### src/hw/rtl/icy_md_pkg.sv
// Package for the stream metadata demultiplexer: result kinds, the result
// word layout and the title prefix table.
// No dependencies; used by every module of the block.
package icy_md_pkg;

   // Result kinds carried on the result channel's tuser.
   localparam logic [1:0] KIND_AUDIO = 2'd0;
   localparam logic [1:0] KIND_TITLE = 2'd1;
   localparam logic [1:0] KIND_END   = 2'd2;

   // Length of the title prefix StreamTitle=' in characters.
   localparam logic [3:0] PREFIX_LEN = 4'd13;

   // Byte that ends a title, and the byte that restarts a prefix match.
   localparam logic [7:0] CHAR_SEMI  = 8'h3B;
   localparam logic [7:0] CHAR_S     = 8'h53;

   // Output queue depth and pointer widths.
   localparam int QUEUE_DEPTH = 4;
   localparam int PTR_W       = $clog2(QUEUE_DEPTH);
   localparam int CNT_W       = PTR_W + 1;

   // One result word.
   typedef struct packed {
      logic [1:0] kind;
      logic [7:0] data;
      logic       last;
   } result_type;

   // Up to two results caused by one input word.
   typedef struct packed {
      logic [1:0] count;
      result_type item0;
      result_type item1;
   } res_pair_type;

   // Character of the title prefix at a given position.
   function automatic logic [7:0] prefix_char(input logic [3:0] pos);
      logic [7:0] c;
      case (pos)
         4'd0:    c = 8'h53; // S
         4'd1:    c = 8'h74; // t
         4'd2:    c = 8'h72; // r
         4'd3:    c = 8'h65; // e
         4'd4:    c = 8'h61; // a
         4'd5:    c = 8'h6D; // m
         4'd6:    c = 8'h54; // T
         4'd7:    c = 8'h69; // i
         4'd8:    c = 8'h74; // t
         4'd9:    c = 8'h6C; // l
         4'd10:   c = 8'h65; // e
         4'd11:   c = 8'h3D; // =
         4'd12:   c = 8'h27; // quote
         default: c = 8'h00;
      endcase
      return c;
   endfunction

endpackage

### src/hw/rtl/icy_md_parser.sv
// Stream parser: audio counting, metadata block tracking, title matching
// and the one-byte title hold. Depends on icy_md_pkg.
module icy_md_parser (
   input  logic                      clock,
   input  logic                      reset,
   input  logic                      csr_we,
   input  logic [15:0]               csr_wdata,
   input  logic                      in_take,
   input  logic [7:0]                in_byte,
   output icy_md_pkg::res_pair_type  res
);

   typedef enum logic [1:0] {
      PH_AUDIO = 2'd0,
      PH_META  = 2'd1
   } phase_type;

   typedef enum logic [1:0] {
      TP_SEARCH = 2'd0,
      TP_TITLE  = 2'd1,
      TP_DONE   = 2'd2
   } title_phase_type;

   logic [15:0]     interval_ff, interval_in;
   logic [15:0]     audio_count_ff, audio_count_in;
   phase_type       phase_ff, phase_in;
   logic [11:0]     meta_left_ff, meta_left_in;
   logic [3:0]      match_pos_ff, match_pos_in;
   title_phase_type title_phase_ff, title_phase_in;
   logic [7:0]      held_byte_ff, held_byte_in;
   logic            held_valid_ff, held_valid_in;

   // Next state and the results of the word being taken.
   always_comb begin
      logic       block_end;
      logic [1:0] n;
      logic [15:0] interval_cur;
      logic [15:0] count_cur;
      icy_md_pkg::result_type r0, r1;

      // A register write takes effect before a word taken in the same cycle.
      interval_cur   = csr_we ? csr_wdata : interval_ff;
      count_cur      = csr_we ? 16'd0 : audio_count_ff;

      interval_in    = interval_cur;
      audio_count_in = count_cur;
      phase_in       = phase_ff;
      meta_left_in   = meta_left_ff;
      match_pos_in   = match_pos_ff;
      title_phase_in = title_phase_ff;
      held_byte_in   = held_byte_ff;
      held_valid_in  = held_valid_ff;
      block_end      = 1'b0;
      n              = 2'd0;
      r0             = '{kind: icy_md_pkg::KIND_AUDIO, data: in_byte, last: 1'b1};
      r1             = '{kind: icy_md_pkg::KIND_END, data: 8'h00, last: 1'b1};

      if (in_take) begin
         if (phase_ff == PH_AUDIO) begin
            if (interval_cur == 16'd0 || count_cur < interval_cur) begin
               // Audio byte passes through.
               if (interval_cur != 16'd0) begin
                  audio_count_in = count_cur + 16'd1;
               end
               n = 2'd1;
            end else begin
               // Length byte of a metadata block.
               audio_count_in = '0;
               meta_left_in   = {in_byte, 4'b0000};
               if (in_byte != 8'd0) begin
                  phase_in       = PH_META;
                  match_pos_in   = '0;
                  title_phase_in = TP_SEARCH;
                  held_byte_in   = '0;
                  held_valid_in  = 1'b0;
               end
            end
         end else begin
            // Metadata byte.
            meta_left_in = meta_left_ff - 12'd1;
            block_end    = (meta_left_in == 12'd0);
            if (block_end) begin
               phase_in = PH_AUDIO;
            end
            case (title_phase_ff)
               TP_SEARCH: begin
                  if (in_byte == 8'd0) begin
                     title_phase_in = TP_DONE;
                  end else if (match_pos_ff < icy_md_pkg::PREFIX_LEN &&
                               in_byte == icy_md_pkg::prefix_char(match_pos_ff)) begin
                     match_pos_in = match_pos_ff + 4'd1;
                     if (match_pos_in == icy_md_pkg::PREFIX_LEN) begin
                        title_phase_in = TP_TITLE;
                        held_valid_in  = 1'b0;
                     end
                  end else begin
                     match_pos_in = (in_byte == icy_md_pkg::CHAR_S) ? 4'd1 : 4'd0;
                  end
               end
               TP_TITLE: begin
                  r0.kind = icy_md_pkg::KIND_TITLE;
                  r0.data = held_byte_ff;
                  if (in_byte == icy_md_pkg::CHAR_SEMI || in_byte == 8'd0) begin
                     // The held byte is the closing quote and is dropped.
                     held_valid_in  = 1'b0;
                     title_phase_in = TP_DONE;
                     r0             = r1;
                     n              = 2'd1;
                  end else if (block_end) begin
                     held_valid_in  = 1'b0;
                     title_phase_in = TP_DONE;
                     if (held_valid_ff) begin
                        n = 2'd2;
                     end else begin
                        r0 = r1;
                        n  = 2'd1;
                     end
                  end else begin
                     held_byte_in  = in_byte;
                     held_valid_in = 1'b1;
                     n             = held_valid_ff ? 2'd1 : 2'd0;
                  end
               end
               default: begin
               end
            endcase
         end
      end

      r0.last   = (n == 2'd1);
      res.count = n;
      res.item0 = r0;
      res.item1 = r1;
   end

   // State registers.
   always_ff @(posedge clock) begin
      if (reset) begin
         interval_ff    <= '0;
         audio_count_ff <= '0;
         phase_ff       <= PH_AUDIO;
         meta_left_ff   <= '0;
         match_pos_ff   <= '0;
         title_phase_ff <= TP_SEARCH;
         held_byte_ff   <= '0;
         held_valid_ff  <= 1'b0;
      end else begin
         interval_ff    <= interval_in;
         audio_count_ff <= audio_count_in;
         phase_ff       <= phase_in;
         meta_left_ff   <= meta_left_in;
         match_pos_ff   <= match_pos_in;
         title_phase_ff <= title_phase_in;
         held_byte_ff   <= held_byte_in;
         held_valid_ff  <= held_valid_in;
      end
   end

endmodule

### src/hw/rtl/icy_md_outq.sv
// Result queue: takes up to two result words per cycle and hands them out
// one per handshake. Depends on icy_md_pkg.
module icy_md_outq (
   input  logic                      clock,
   input  logic                      reset,
   input  icy_md_pkg::res_pair_type  push,
   output logic                      room,
   output logic                      out_valid,
   input  logic                      out_ready,
   output icy_md_pkg::result_type    out_word
);

   icy_md_pkg::result_type              entry_ff [icy_md_pkg::QUEUE_DEPTH];
   logic [icy_md_pkg::PTR_W-1:0]        wr_ptr_ff, wr_ptr_in;
   logic [icy_md_pkg::PTR_W-1:0]        rd_ptr_ff, rd_ptr_in;
   logic [icy_md_pkg::CNT_W-1:0]        cnt_ff, cnt_in;
   logic                                pop;
   logic [icy_md_pkg::PTR_W-1:0]        wr_next;

   // Room for the two words a single input can cause.
   assign room      = (cnt_ff <= icy_md_pkg::CNT_W'(icy_md_pkg::QUEUE_DEPTH - 2));
   assign out_valid = (cnt_ff != '0);
   assign out_word  = entry_ff[rd_ptr_ff];
   assign pop       = out_valid & out_ready;
   assign wr_next   = wr_ptr_ff + icy_md_pkg::PTR_W'(1);

   // Pointer and fill count update.
   always_comb begin
      wr_ptr_in = wr_ptr_ff + icy_md_pkg::PTR_W'(push.count);
      rd_ptr_in = pop ? rd_ptr_ff + icy_md_pkg::PTR_W'(1) : rd_ptr_ff;
      cnt_in    = cnt_ff + icy_md_pkg::CNT_W'(push.count) -
                  icy_md_pkg::CNT_W'(pop);
   end

   always_ff @(posedge clock) begin
      if (reset) begin
         wr_ptr_ff <= '0;
         rd_ptr_ff <= '0;
         cnt_ff    <= '0;
      end else begin
         wr_ptr_ff <= wr_ptr_in;
         rd_ptr_ff <= rd_ptr_in;
         cnt_ff    <= cnt_in;
      end
   end

   // Word storage.
   always_ff @(posedge clock) begin
      if (push.count != 2'd0) begin
         entry_ff[wr_ptr_ff] <= push.item0;
      end
      if (push.count == 2'd2) begin
         entry_ff[wr_next] <= push.item1;
      end
   end

endmodule

### src/hw/rtl/icy_metadata_demux.sv
// Top level of the stream metadata demultiplexer: parser plus result queue.
// Depends on icy_md_pkg, icy_md_parser and icy_md_outq.
//
//   Channel   Direction  Ports            Content
//   req       in         req_t*           raw stream byte
//   rsp       out        rsp_t*           audio byte, title byte or end of title
//   csr       in         csr_we/wdata     meta_interval
//
// One input word is taken per cycle while the result queue has room for two
// words; results are registered in the result queue before they appear on rsp.
// A word that causes two results hands them out one per rsp handshake, so
// input falls below one word per cycle when rsp stalls or such words pile up.
// The four-entry result queue lets input continue while results wait.
// Reset is synchronous and clears all control state; the queue starts empty.
module icy_metadata_demux (
   input  logic        clock,
   input  logic        reset,
   input  logic        csr_we,
   input  logic [15:0] csr_wdata,
   input  logic        req_tvalid,
   output logic        req_tready,
   input  logic [7:0]  req_tdata,   // [7:0] data_byte
   output logic        rsp_tvalid,
   input  logic        rsp_tready,
   output logic [7:0]  rsp_tdata,   // [7:0] out_byte
   output logic [1:0]  rsp_tuser,   // [1:0] kind
   output logic        rsp_tlast
);

   icy_md_pkg::res_pair_type res;
   icy_md_pkg::result_type   out_word;
   logic                     room;

   icy_md_parser u_parser (
      .clock     (clock),
      .reset     (reset),
      .csr_we    (csr_we),
      .csr_wdata (csr_wdata),
      .in_take   (req_tvalid & room),
      .in_byte   (req_tdata),
      .res       (res)
   );

   icy_md_outq u_outq (
      .clock     (clock),
      .reset     (reset),
      .push      (res),
      .room      (room),
      .out_valid (rsp_tvalid),
      .out_ready (rsp_tready),
      .out_word  (out_word)
   );

   // Port mapping of the result word.
   assign req_tready = room;
   assign rsp_tdata  = out_word.data;
   assign rsp_tuser  = out_word.kind;
   assign rsp_tlast  = out_word.last;

endmodule

### config.mk
export PLATFORM = sky130hd
export DESIGN_NAME = icy_metadata_demux
export DESIGN_NICKNAME = d
export VERILOG_FILES = /design/src/hw/rtl/icy_md_pkg.sv /design/src/hw/rtl/icy_md_parser.sv /design/src/hw/rtl/icy_md_outq.sv /design/src/hw/rtl/icy_metadata_demux.sv
export SDC_FILE = /design/constraint.sdc
export NUM_CORES = 1
export LEC_CHECK = 0
export BUFFER_PORTS_ARGS = -buffer_cell sky130_fd_sc_hd__buf_2
export CORE_UTILIZATION = 64
export DETAILED_ROUTE_END_ITERATION = 8
export GPL_TIMING_DRIVEN = 0
export PLACE_DENSITY_LB_ADDON = 0.08
export SYNTH_ARGS = -nofsm -noshare
export SYNTH_HDL_FRONTEND = slang
export SYNTH_SLANG_ARGS = --single-unit
### constraint.sdc
create_clock -name clock -period 10.2 [get_ports clock]
set_clock_uncertainty 0.05 [all_clocks]
set_input_delay 0 -clock clock [delete_from_list [all_inputs] [get_ports clock]]
set_output_delay 0 -clock clock [all_outputs]
set_load 0.1 [all_outputs]
Word level (Yosys, flattened, before mapping)

Memories as Yosys holds them, arrays and structs flattened. A register that Yosys moved wholly into a read port is not among the register bits.
Index checks and enable logic that the tools add are counted.

Flip-flop bits (word level): 68
RAM bits: 44
Memory bits (read-only): 112
Output and inout port bits: 13
Word-level logic and storage cells: 135
Memories: 2

Memory list:

| memory           | words | width | read ports | clocked after memory_dff | write ports | RTL line          | text |
|---|---|---|---|---|---|---|---|
| (name not given) | 16    | 7     | 1          | 1                        | 0           | icy_md_pkg.sv:40  | `case (pos)` |
| u_outq.entry_ff  | 4     | 11    | 1          | 1                        | 2           | icy_md_outq.sv:13 | `icy_md_pkg::result_type entry_ff [icy_md_pkg::QUEUE_DEPTH];` |

$add $sub $neg: 8
Order comparisons: 3
Eq/ne operators: 18
Muxes and demuxes: 69
Bitwise gates (word level): 2
Reduce and logical (&&, ||, !) cells: 22

Operator list:

| kind                                                   | count |
|---|---|
| 2-to-1 mux 16 bit                                      | 6 |
| 2-to-1 mux 8 bit                                       | 10 |
| 2-to-1 mux 11 bit                                      | 6 |
| 2-to-1 mux 2 bit                                       | 20 |
| 2-to-1 mux 4 bit                                       | 8 |
| 2-to-1 mux 12 bit                                      | 2 |
| adder 16 x 1 -> 16 bit (second input constant)         | 1 |
| logical NOT 16 bit                                     | 1 |
| less-than comparator 16 bit                            | 1 |
| nonzero test 16 bit                                    | 1 |
| 2-to-1 mux 1 bit                                       | 15 |
| AND reduction 7 bit                                    | 2 |
| logical NOT 12 bit                                     | 1 |
| inequality test 4 x 1 -> 1 bit (second input constant) | 3 |
| subtractor 12 x 1 -> 12 bit (second input constant)    | 1 |
| equality test 8 x 6 -> 1 bit (second input constant)   | 1 |
| equality test 8 x 7 -> 1 bit (second input constant)   | 1 |
| equality test 8 bit                                    | 1 |
| logical NOT 8 bit                                      | 1 |
| nonzero test 2 bit                                     | 4 |
| nonzero test 8 bit                                     | 1 |
| inequality test 2 x 1 -> 1 bit (second input constant) | 3 |
| inequality test 3 x 1 -> 1 bit (second input constant) | 2 |
| AND reduction 6 bit                                    | 1 |
| other kinds (22)                                       | 29 |

Longest topological paths before layout

Gate-level depths: netlist of run 1.

Depth after elaboration: 13
Mapped depth: 21
Depth with buffers taken out: 18

Cells and area by module

Synthesis of run 1 repeated with hierarchy kept, for this count alone.

Cells, all modules: 671
Area total of the unflattened synthesis: 6,994.2 um^2

By module, submodules not included:

| module             | instances | cells each | area an instance (um^2) |
|---|---|---|---|
| icy_md_parser      | 1         | 514        | 4,259.1 |
| icy_md_outq        | 1         | 156        | 2,728.9 |
| icy_metadata_demux | 1         | 1          | 6.3 |

Least setup slack after synthesis of run 1

Ideal clock, no wire load.

Kind: input port to flip-flop
Start point: input port csr_we
End point: register (tool-made name)
Setup time: 0.136 ns
Arrival: 4.292 ns
Setup slack: 5.722 ns
Cell stages on the path: 19
Cells stage by stage: buf_6 buf_4 clkbuf_1 buf_1 buf_1 mux2i_1 ha_1 a21o_1 a21o_1 a221oi_1 o211ai_1 and2_4 buf_6 a311oi_2 ha_1 a21oi_1 a32o_1 a2111oi_2 a21oi_1

RTL lines:

| item        | RTL line                 | text |
|---|---|---|
| from (decl) | icy_metadata_demux.sv:18 | `input logic csr_we,` |

==> flow_metrics.py, run 1 <==
metrics = {
    "routing": {
        "via_per_inst": 6.29,
        "wirelength_um": 17900,
        "drc": 0,
        "postRouteAntennaNets": 0,
        "route.met3.wl_um": 1150,
        "wire_per_inst_um": 18.9,
        "wl_met2_um": 8650,
        "drt_iter0_drc": 326,
        "dr_total_vias": 5967,
        "highest_layer": "met4",
        "wl_met1_um": 7480,
        "drtPass1Iterations": 5,
    },
    "synthesis": {
        "ys_ff_latch": 120,
        "ys_types": 69,
        "ys_warn_count": 0,
        "synth_area_um2": 6290,
        "syn_inst": 718,
        "synthArstFlopShare": 0,
        "synth_ff_type": "dfxtp_1",
        "synth_edf_count": 0,
        "syn_area_per_cell_um2": 8.76,
        "syn_nets": 777,
        "yosysSeqAreaShare": 0.382,
    },
    "global_routing": {
        "antenna_found_initial": 0,
        "grt_pass1_wl_um": 29200,
        "gr-total-overflow": 0,
        "grt_max_degree": 17,
        "grtUsageTotal": 0.371,
        "grt_pass1_vias": 6012,
    },
    "worst_setup_path": {
        "critPathLaunchType": "input pin",
        "crit_path_cell_trace": "buf_6 > buf_4 > clkbuf_1 > buf_1 > buf_1 > mux2i_1 > ha_1 > a21o_1 > a21o_1 > a221oi_1 > o211ai_1 > and2_4 > buf_6 > a311oi_2 > ha_1 > a21oi_1 > a32o_1 > a2111oi_2 > a21oi_1",
        "ff2ff_setup_slack_ns": 6.19,
        "critical_path_required_ns": 10.54,
        "slowest_delay_ns": 0.57,
        "critPathArrivalTime_ns": 5.39,
        "crit_type": "input pin to flop",
        "critPathMaxFanout": 10,
        "rr_worst_depth": 14,
        "r2r_start": "u_parser.interval_ff[13]$_SDFF_PP0_",
        "end_kind": "flop",
        "cp_slowest_cell": "buf_1",
        "cp-startpoint": "csr_we",
    },
    "timing": {
        "fin_ws_ns": 5.15,
        "slew_violations": 0,
        "hold_viol_final": 0,
        "grt_setup_unrepaired": "false",
        "tns_ns": 0,
        "post-route-period-util": 0.495,
        "tightest_slew_ns": 1.24,
        "slew_headroom": 0.165,
        "fin_crit_ns": 5.05,
        "setup_viol": 0,
        "fmax_mhz": 198,
    },
    "cells_and_area": {
        "fillers": 620,
        "finalInstanceArea_um2": 7590,
        "layout-drive-gt1-share": 0.138,
        "area_growth_pct": 20.6,
        "nets": 866,
        "diodes": 0,
    },
    "cts": {
        "clock_sinks": 120,
        "htreeDepth": 4,
        "numCtsBuffers": 17,
        "cts.path.max_buffers": 2,
        "cts_root_buf": "clkbuf_8",
        "cts_setup_buffers": 0,
        "cts_tree": "yes",
        "clock_latency_ns": 0.52,
        "clk_pin_slew_ns": 0.06,
    },
    "floorplan": {
        "fp.dieArea_um2": 10200,
        "die_w_um": 101,
        "core_um2": 9370,
        "placementRows": 35,
        "initial_core_util": 0.671,
        "io_pins": 42,
        "die_h_um": 101,
    },
    "power_and_ir_drop": {
        "ir_drop_v": 0.000158,
        "finalPower_mw": 1.90,
        "power_density_nw_per_um2": 250,
        "leakage_nw": 2.99,
    },
    "placement": {
        "routabilityCongestion": 0.988,
        "dp_hpwl_um": 11500,
        "dpl_worst_slack_ns": 4.77,
        "port_buffers": 39,
        "place_area_um2": 6650,
    },
    "hold_path": {
        "hold_class": "input pin to flop",
        "hp-start": "csr_we",
    },
    "flow_run": {
        "cap_violations": 0,
    },
    "run_status": {
        "status": "finished clean",
    },
}
-- flip-flops by register name, indices dropped and copies added (netlist names), 3 cells and up, named ones only --
| register | flops |
|---|---|
| u_parser.audio_count_ff | 16 |
| u_parser.meta_left_ff | 12 |
| u_parser.match_pos_ff | 4 |
| u_outq.entry_ff | 44 |
| u_parser.held_byte_ff | 8 |
| u_parser.interval_ff | 16 |
| u_outq.cnt_ff | 3 |
-- final cells by class --
class | count | area, µm² | area share
Inverter | 33 | 124 | 0.0163
Multi-Input combinational cell | 533 | 3620 | 0.477
Tap cell | 129 | 161 | 0.0213
Clock inverter | 15 | 215 | 0.0284
Buffer | 32 | 146 | 0.0193
Sequential cell | 120 | 2400 | 0.317
Clock buffer | 17 | 414 | 0.0546
Timing Repair Buffer | 70 | 505 | 0.0666
-- critical path: cells and delay by family --
| kind | cells | cell delay [ns] |
|---|---|---|
| adders and majority gates | 2 | 0.60 |
| buffers and inverters | 6 | 1.87 |
| AOI/OAI and AO/OA | 9 | 2.34 |
| muxes | 1 | 0.38 |
| and+or+nand+nor | 1 | 0.19 |
-- routing by layer --
layer | up-vias | GRT usage
met5 | - | 0
met4 | 0 | 0.190
met3 | 58 | 0.0649
met2 | 261 | 0.648
met1 | 2870 | 0.438
li1 | 2778 | -
-- power by group --
part           total [mW]  switching [mW]  internal [mW]
Sequential          0.621          0.0572          0.564
Clock               0.643           0.240          0.404
Combinational       0.632           0.451          0.181
Total                1.90           0.748           1.15
-- layout by cell type (no fill, tap or decap), types with 20 or more instances in the layout --
cell type      synthesis  final
dlygate4sd3_1          0     31
xnor2_1               21     21
nor2b_1               20     20
nand2_1               50     50
ha_1                  29     29
a211oi_1              38     38
inv_1                 32     32
a21oi_1               41     41
dfxtp_1              120    120
nor2_1               109    109
buf_2                  6     45
clkbuf_1              20     20
-- how the worst min path moves through the flow --
stage	slack [ns]	cells past startpoint	endpoint
2_1_floorplan	0.08	1	u_parser.held_byte_ff[0]$_SDFFE_PP0P_
3_3_place_gp	0.24	3	u_parser.interval_ff[0]$_SDFF_PP0_
3_5_place_dp	0.24	3	u_parser.interval_ff[1]$_SDFF_PP0_
4_1_cts	0.04	5	u_parser.audio_count_ff[8]$_SDFF_PP0_
5_1_grt	0.10	5	u_parser.audio_count_ff[8]$_SDFF_PP0_
6_report	0.08	5	u_parser.audio_count_ff[8]$_SDFF_PP0_
-- metrics by stage --
| step | hold WS [ns] | utilization | std cells |
|---|---|---|---|
| after floorplan | 0.0757 | - | 718 |
| after global placement | 0.239 | 0.709 | 886 |
| after detailed placement | 0.244 | 0.709 | 886 |
| after CTS | 0.0396 | 0.810 | 949 |
| after global routing | 0.103 | 0.810 | 949 |
| final | 0.0800 | 0.810 | 949 |
-- cell families (layout without fill, tap and decap cells) --
group,after synthesis,after routing,synth area share
mux,30,30,0.0696
compound gates,173,173,0.191
fa+ha+maj,30,30,0.0609
flops,120,120,0.382
simple gates,271,271,0.214
buf+inv,65,167,0.0430
xor+xnor,29,29,0.0404
-- cells in the mapped netlist, types with 3 or more instances --
cell type / count / area share
buf_1: 3 / 0.0018
a21o_1: 4 / 0.0048
ha_1: 29 / 0.058
nor3_1: 14 / 0.011
o22ai_1: 7 / 0.0070
xor2_1: 8 / 0.011
dfxtp_1: 120 / 0.38
nor2b_1: 20 / 0.020
a21oi_1: 41 / 0.033
a211oi_1: 38 / 0.045
nor2_1: 109 / 0.065
mux4_2: 11 / 0.039
or2_2: 3 / 0.0030
a31oi_1: 6 / 0.0060
a22o_1: 9 / 0.013
or3_1: 5 / 0.0050
a22oi_1: 9 / 0.011
xnor2_1: 21 / 0.029
nand4_1: 16 / 0.016
o21ai_0: 19 / 0.015
nand3b_1: 3 / 0.0036
o21ai_1: 7 / 0.0056
buf_2: 6 / 0.0048
clkbuf_1: 20 / 0.012
nand2b_1: 11 / 0.011
o221ai_1: 3 / 0.0042
nand2_1: 50 / 0.030
inv_1: 32 / 0.019
nor4_1: 6 / 0.0060
mux2i_1: 19 / 0.030
a21oi_2: 4 / 0.0056
o211ai_1: 3 / 0.0036
and2_1: 7 / 0.0070
nand3_1: 9 / 0.0072
and3_1: 4 / 0.0040
-- timing repair --
| action | in CTS | in global routing |
|---|---|---|
| resized for setup | 0 | 0 |
| hold buffers | 31 | 0 |
| hold endpoints to repair | 42 | 0 |
Power figures use the tool's default switching activity.
==> run 2, diff against run 1 <==
- ABC_AREA: default -> 1
- CORE_UTILIZATION: 64 -> 61
- clock period: 10.2 -> 4.7 ns (I/O delays scaled with it)
==> flow_metrics.py, run 2 <==
metrics = {
    "run_status": {
        "status": "finished clean",
    },
    "synthesis": {
        "yosysTopAreaCell": "dfxtp_1",
        "synth_area_um2": 6530,
        "syn_area_per_cell_um2": 6.96,
        "synthArstFlopShare": 0,
        "ys_warn_count": 0,
        "synth_ff_type": "dfxtp_1",
        "syn_inst": 938,
        "synth_common_cells": "nand2_1 (214), nor2_1 (173), dfxtp_1 (120), inv_1 (94), a21oi_1 (54)",
        "ys_types": 45,
        "yosysTopAreaCellShare": 0.368,
        "yosysSeqAreaShare": 0.368,
        "ys_ff_latch": 120,
        "syn_nets": 997,
        "synth_edf_count": 0,
        "synthTopCellsByArea": "dfxtp_1 (37%), nand2_1 (12%), nor2_1 (9.9%)",
        "synth_most_common_cell": "nand2_1",
    },
    "cts": {
        "cts_tree": "yes",
        "htreeDepth": 4,
        "clock_sinks": 120,
        "cts_root_buf": "clkbuf_8",
        "clk_pin_slew_ns": 0.06,
        "cts.path.max_buffers": 2,
        "clock_latency_ns": 0.53,
        "numCtsBuffers": 17,
    },
    "global_routing": {
        "grt_pass1_wl_um": 27300,
        "antenna_found_initial": 0,
        "grt_max_degree": 17,
        "gr-total-overflow": 0,
        "grtUsageTotal": 0.312,
        "grt_pass1_vias": 5965,
    },
    "floorplan": {
        "placementRows": 37,
        "initial_core_util": 0.630,
        "die_w_um": 105,
        "fp.dieArea_um2": 11100,
        "die_h_um": 105,
        "core_um2": 10400,
        "io_pins": 42,
    },
    "timing": {
        "setup_viol": 0,
        "post-route-period-util": 0.907,
        "fmax_mhz": 235,
        "hold_viol_final": 0,
        "tightest_slew_ns": 0.650,
        "grt_setup_unrepaired": "false",
        "slew_headroom": 0.562,
        "slew_violations": 0,
        "tns_ns": 0,
        "fin_crit_ns": 4.26,
    },
    "routing": {
        "drt_iter0_drc": 401,
        "drtPass1Iterations": 5,
        "wl_met2_um": 7510,
        "highest_layer": "met4",
        "route.met3.wl_um": 897,
        "wire_per_inst_um": 13.7,
        "wirelength_um": 16300,
        "postRouteAntennaNets": 0,
        "wl_met1_um": 7510,
        "via_per_inst": 5.34,
        "dr_total_vias": 6352,
        "drc": 0,
    },
    "cells_and_area": {
        "final_cell_mix": "nand2_1 (214), nor2_1 (173), dfxtp_1 (120)",
        "top_register": "u_outq.entry_ff",
        "final_common_cell": "nand2_1",
        "layout-drive-gt1-share": 0.115,
        "nets": 1100,
        "reg.largest.list": "u_outq.entry_ff: 44 flops, u_parser.audio_count_ff: 16 flops, u_parser.interval_ff: 16 flops",
        "final_util": 0.768,
        "largest_register_ffs": 44,
        "diodes": 0,
        "area_growth_pct": 21.9,
    },
    "power_and_ir_drop": {
        "power_density_nw_per_um2": 519,
        "ir_drop_v": 0.000438,
        "leakage_nw": 3.79,
    },
    "placement": {
        "dp_hpwl_um": 11200,
        "routabilityCongestion": 0.888,
        "port_buffers": 39,
    },
    "worst_setup_path": {
        "critical_path_required_ns": 5.11,
        "critPathArrivalTime_ns": 4.67,
        "end_kind": "flop",
        "critPathMaxFanout": 10,
        "critPathLaunchType": "input pin",
        "crit_type": "input pin to flop",
    },
    "flow_run": {
        "cap_violations": 0,
    },
    "hold_path": {
        "hold_class": "input pin to flop",
    },
}
==> run 2: cell types whose count changed after synthesis, moves of 10 or more <==
cell / before / now
a211oi_1: 38 / 3
a21oi_1: 41 / 54
inv_1: 32 / 94
mux2i_1: 19 / 9
mux4_2: 11 / 0
nand2_1: 50 / 214
nand2b_1: 11 / 0
nand3_1: 9 / 32
nor2_1: 109 / 173
nor2b_1: 20 / 0
o21ai_0: 19 / 46
xnor2_1: 21 / 3
xor2_1: 8 / 23
==> run 2: final cells by class <==
cell class                 instances  area, µm²
tap                              136        170
sequential                       120       2400
buffer                            30        174
clock inverter                    13        176
inverter                         104        400
multi-input combinational        684       3560
timing repair buffer              84        646
clock buffer                      19        442
fill                             820       2400
==> run 2: power breakdown <==
part           switching, mW  total, mW  leakage [nW]  internal (mW)
registers              0.108       1.34         0.985           1.23
logic                   1.08       1.45          2.50          0.371
clock network          0.468       1.35         0.299          0.884
total                   1.65       4.14          3.79           2.48
==> run 2: stage by stage <==
step | power [mW] | std cells | hold WS (ns) | instance area (µm²) | setup WS [ns]
2_1_floorplan | 2.51 | 938 | 0.0990 | 6530 | 0.232
3_3_place_gp | 2.74 | 1113 | 0.236 | 6900 | 0.999
3_5_place_dp | 2.75 | 1113 | 0.231 | 6900 | 0.962
4_1_cts | 4.14 | 1190 | 0.250 | 7970 | 0.498
5_1_grt | 4.34 | 1190 | 0.279 | 7970 | 0.200
6_report | 4.14 | 1190 | 0.282 | 7970 | 0.438
==> run 2: path summary, 6_finish.rpt <==
kind	endpoint	from	cells after the start	slack, ns
worst max-delay path	u_outq.cnt_ff[2]$_SDFF_PP0_	csr_we	25	0.44
worst min-delay path	u_parser.held_byte_ff[2]$_SDFFE_PP0P_	req_tdata[2]	4	0.28
worst max register to register	u_outq.cnt_ff[2]$_SDFF_PP0_	u_parser.meta_left_ff[0]$_SDFFE_PP0P_	21	0.89
worst min register to register	u_parser.held_byte_ff[0]$_SDFFE_PP0P_	u_parser.held_byte_ff[0]$_SDFFE_PP0P_	2	0.41
==> run 2: critical path: stages <==
cell and delay (ns):
dlygate4sd3_1 0.55, buf_6 0.13, buf_6 0.15, nand2_1 0.05, dlygate4sd3_1 0.55, nand2_1 0.07, dlygate4sd3_1 0.55, inv_1 0.08
ha_1 0.31, a21oi_1 0.13, o21ai_0 0.09, a21oi_1 0.13, nand2_1 0.10, nand2_4 0.12, nand2_4 0.07, nand2_4 0.10
inv_4 0.05, ha_1 0.27, inv_1 0.07, ha_1 0.13, inv_1 0.04, fa_1 0.37, xor2_1 0.16, or2_2 0.27
a21oi_1 0.11
==> run 2: logic make-up (layout without fill, tap and decap cells) <==
kind of cell,count (synthesis),in the layout,synth area share
multiplexers,12,12,0.0201
AO/OA/AOI/OAI,141,141,0.121
buffers and inverters,134,250,0.0879
AND/OR/NAND/NOR,475,475,0.310
XOR/XNOR,26,26,0.0349
flip-flops,120,120,0.368
adder cells (fa/ha/maj),30,30,0.0586
==> run 2: what timing repair did <==
| action | in CTS | in global routing |
|---|---|---|
| gates resized for setup | 0 | 0 |
| endpoints found under the setup margin | 0 | 0 |
| hold buffers | 45 | 0 |
| endpoints found under the hold margin | 43 | 0 |
| setup buffers | 0 | 0 |
==> run 2: metal layers <==
layer / GRT usage / up-vias
met3: 0.0699 / 44
met5: 0 / -
li1: - / 3229
met1: 0.401 / 2885
met2: 0.508 / 194
met4: 0.123 / 0
==> run 3, diff against run 2 <==
--- a/config.mk
+++ b/config.mk
@@ -13,2 +13,3 @@
 export PLACE_DENSITY_LB_ADDON = 0.08
+export REMOVE_ABC_BUFFERS = 1
 export SYNTH_ARGS = -nofsm -noshare
--- a/constraint.sdc
+++ b/constraint.sdc
@@ -4,2 +4,2 @@
 set_output_delay 0 -clock clock [all_outputs]
-set_load 0.1 [all_outputs]
+set_load 0.005 [all_outputs]
==> flow_metrics.py, run 3 (synthesis results as in run 2) <==
metrics = {
    "run_status": {
        "status": "finished clean",
    },
    "worst_setup_path": {
        "critPathLaunchType": "flop",
        "reg2reg_to": "u_outq.cnt_ff[2]$_SDFF_PP0_",
        "critical-path-top-delay-family": "simple AND/OR/NAND/NOR gates",
        "ff2ff_setup_slack_ns": 0.45,
        "crit_type": "flop to flop",
        "cp_slowest_cell": "dfxtp_1",
        "rr_worst_depth": 12,
        "r2r_start": "u_parser.phase_ff[0]$_SDFFE_PP0P_",
        "crit_path_cell_trace": "inv_1 > nor2_1 > inv_1 > nor2_1 > nand2_1 > clkinv_1 > nand2_2 > ha_1 > fa_1 > xor2_1 > or2_2 > a21oi_1",
        "critical_path_required_ns": 5.11,
        "crit_end": "u_outq.cnt_ff[2]$_SDFF_PP0_",
        "cp-startpoint": "u_parser.phase_ff[0]$_SDFFE_PP0P_",
        "cp.depth": 12,
        "critPathBufInv": 3,
        "critPathArrivalTime_ns": 4.66,
        "end_kind": "flop",
        "critPathMaxFanout": 21,
        "slowest_delay_ns": 0.76,
    },
    "timing": {
        "fmax_mhz": 235,
        "tns_ns": 0,
        "hold_viol_final": 0,
        "slew_violations": 0,
        "post-route-period-util": 0.904,
        "fin_crit_ns": 4.25,
        "slew_headroom": 0.242,
        "tightest_slew_ns": 1.13,
        "setup_viol": 0,
        "grt_setup_unrepaired": "false",
    },
    "routing": {
        "via_per_inst": 5.41,
        "drt_iter0_drc": 472,
        "drtPass1Iterations": 5,
        "wirelength_um": 15700,
        "postRouteAntennaNets": 0,
        "wire_per_inst_um": 13.7,
        "dr_total_vias": 6179,
        "drc": 0,
    },
    "floorplan": {
        "die_h_um": 105,
        "core_um2": 10400,
        "fp.dieArea_um2": 11100,
        "placementRows": 37,
        "die_w_um": 105,
        "initial_core_util": 0.630,
        "io_pins": 42,
    },
    "global_routing": {
        "grt_pass1_wl_um": 25600,
        "grt_max_degree": 44,
        "grtUsageTotal": 0.290,
        "grt_pass1_vias": 5608,
        "antenna_found_initial": 0,
        "gr-total-overflow": 0,
    },
    "cells_and_area": {
        "diodes": 0,
        "final_common_cell": "nand2_1",
        "reg.largest.list": "u_outq.entry_ff: 44 flops, u_parser.audio_count_ff: 16 flops, u_parser.interval_ff: 16 flops",
        "nets": 1053,
        "top_register": "u_outq.entry_ff",
        "layout-drive-gt1-share": 0.103,
        "area_growth_pct": 15.6,
        "final_cell_mix": "nand2_1 (214), nor2_1 (173), dfxtp_1 (120)",
        "largest_register_ffs": 44,
    },
    "cts": {
        "cts.path.max_buffers": 2,
        "htreeDepth": 4,
        "clock_latency_ns": 0.54,
        "numCtsBuffers": 17,
        "cts_tree": "yes",
        "cts_setup_buffers": 0,
        "cts_root_buf": "clkbuf_8",
        "clk_pin_slew_ns": 0.06,
        "cts_resized": 0,
        "clock_sinks": 120,
        "cts_hold_buf": 26,
    },
    "power_and_ir_drop": {
        "finalPower_mw": 3.42,
        "leakage_nw": 3.62,
        "ir_drop_v": 0.000360,
        "power_density_nw_per_um2": 452,
    },
    "placement": {
        "routabilityCongestion": 0.928,
        "dp_hpwl_um": 10500,
        "port_buffers": 41,
    },
    "flow_run": {
        "cap_violations": 0,
    },
    "hold_path": {
        "hold_class": "input pin to flop",
    },
}
## run 3: stage by stage
stage               setup WS (ns)  cells  cell area (µm²)  hold WS (ns)  utilization
CTS                         0.485   1143             7550       0.00896        0.729
floorplan                    1.31    908             6360        0.0167            -
global route               0.0684   1143             7550        0.0336        0.729
detailed placement          0.518   1085             6730         0.235        0.649
finish                      0.451   1143             7550        0.0188        0.729
global placement            0.622   1085             6730         0.227        0.649
## run 3: cell type report
type | instances | area (µm²)
Clock buffer | 22 | 433
Inverter | 104 | 400
Clock inverter | 10 | 128
Tap cell | 136 | 170
Fill cell | 848 | 2820
Timing Repair Buffer | 67 | 465
Multi-Input combinational cell | 684 | 3560
Sequential cell | 120 | 2400
## run 3: power by group
group,switching (mW),internal [mW]
Clock,0.450,0.800
Combinational,0.487,0.334
Sequential,0.117,1.23
## run 3: how the worst min path moves through the flow
| stage | from | endpoint | slack (ns) | depth (start not counted) |
|---|---|---|---|---|
| after CTS | reset | u_parser.interval_ff[9]$_SDFF_PP0_ | 0.009 | 2 |
| after global routing | reset | u_outq.cnt_ff[1]$_SDFF_PP0_ | 0.03 | 2 |
| after detailed placement | csr_wdata[6] | u_parser.interval_ff[6]$_SDFF_PP0_ | 0.24 | 3 |
| after floorplan | reset | u_outq.cnt_ff[1]$_SDFF_PP0_ | 0.02 | 1 |
| after global placement | csr_wdata[7] | u_parser.interval_ff[7]$_SDFF_PP0_ | 0.23 | 3 |
| final | reset | u_parser.match_pos_ff[0]$_SDFFE_PP0N_ | 0.02 | 2 |
## run 3: per-layer routing
| metal | global-route usage | wire length (µm) | up-vias |
|---|---|---|---|
| li1 | - | - | 3137 |
| met1 | 0.360 | 7010 | 2804 |
| met2 | 0.483 | 7340 | 194 |
| met3 | 0.0736 | 963 | 44 |
| met4 | 0.109 | 354 | 0 |
| met5 | 0 | 0 | - |
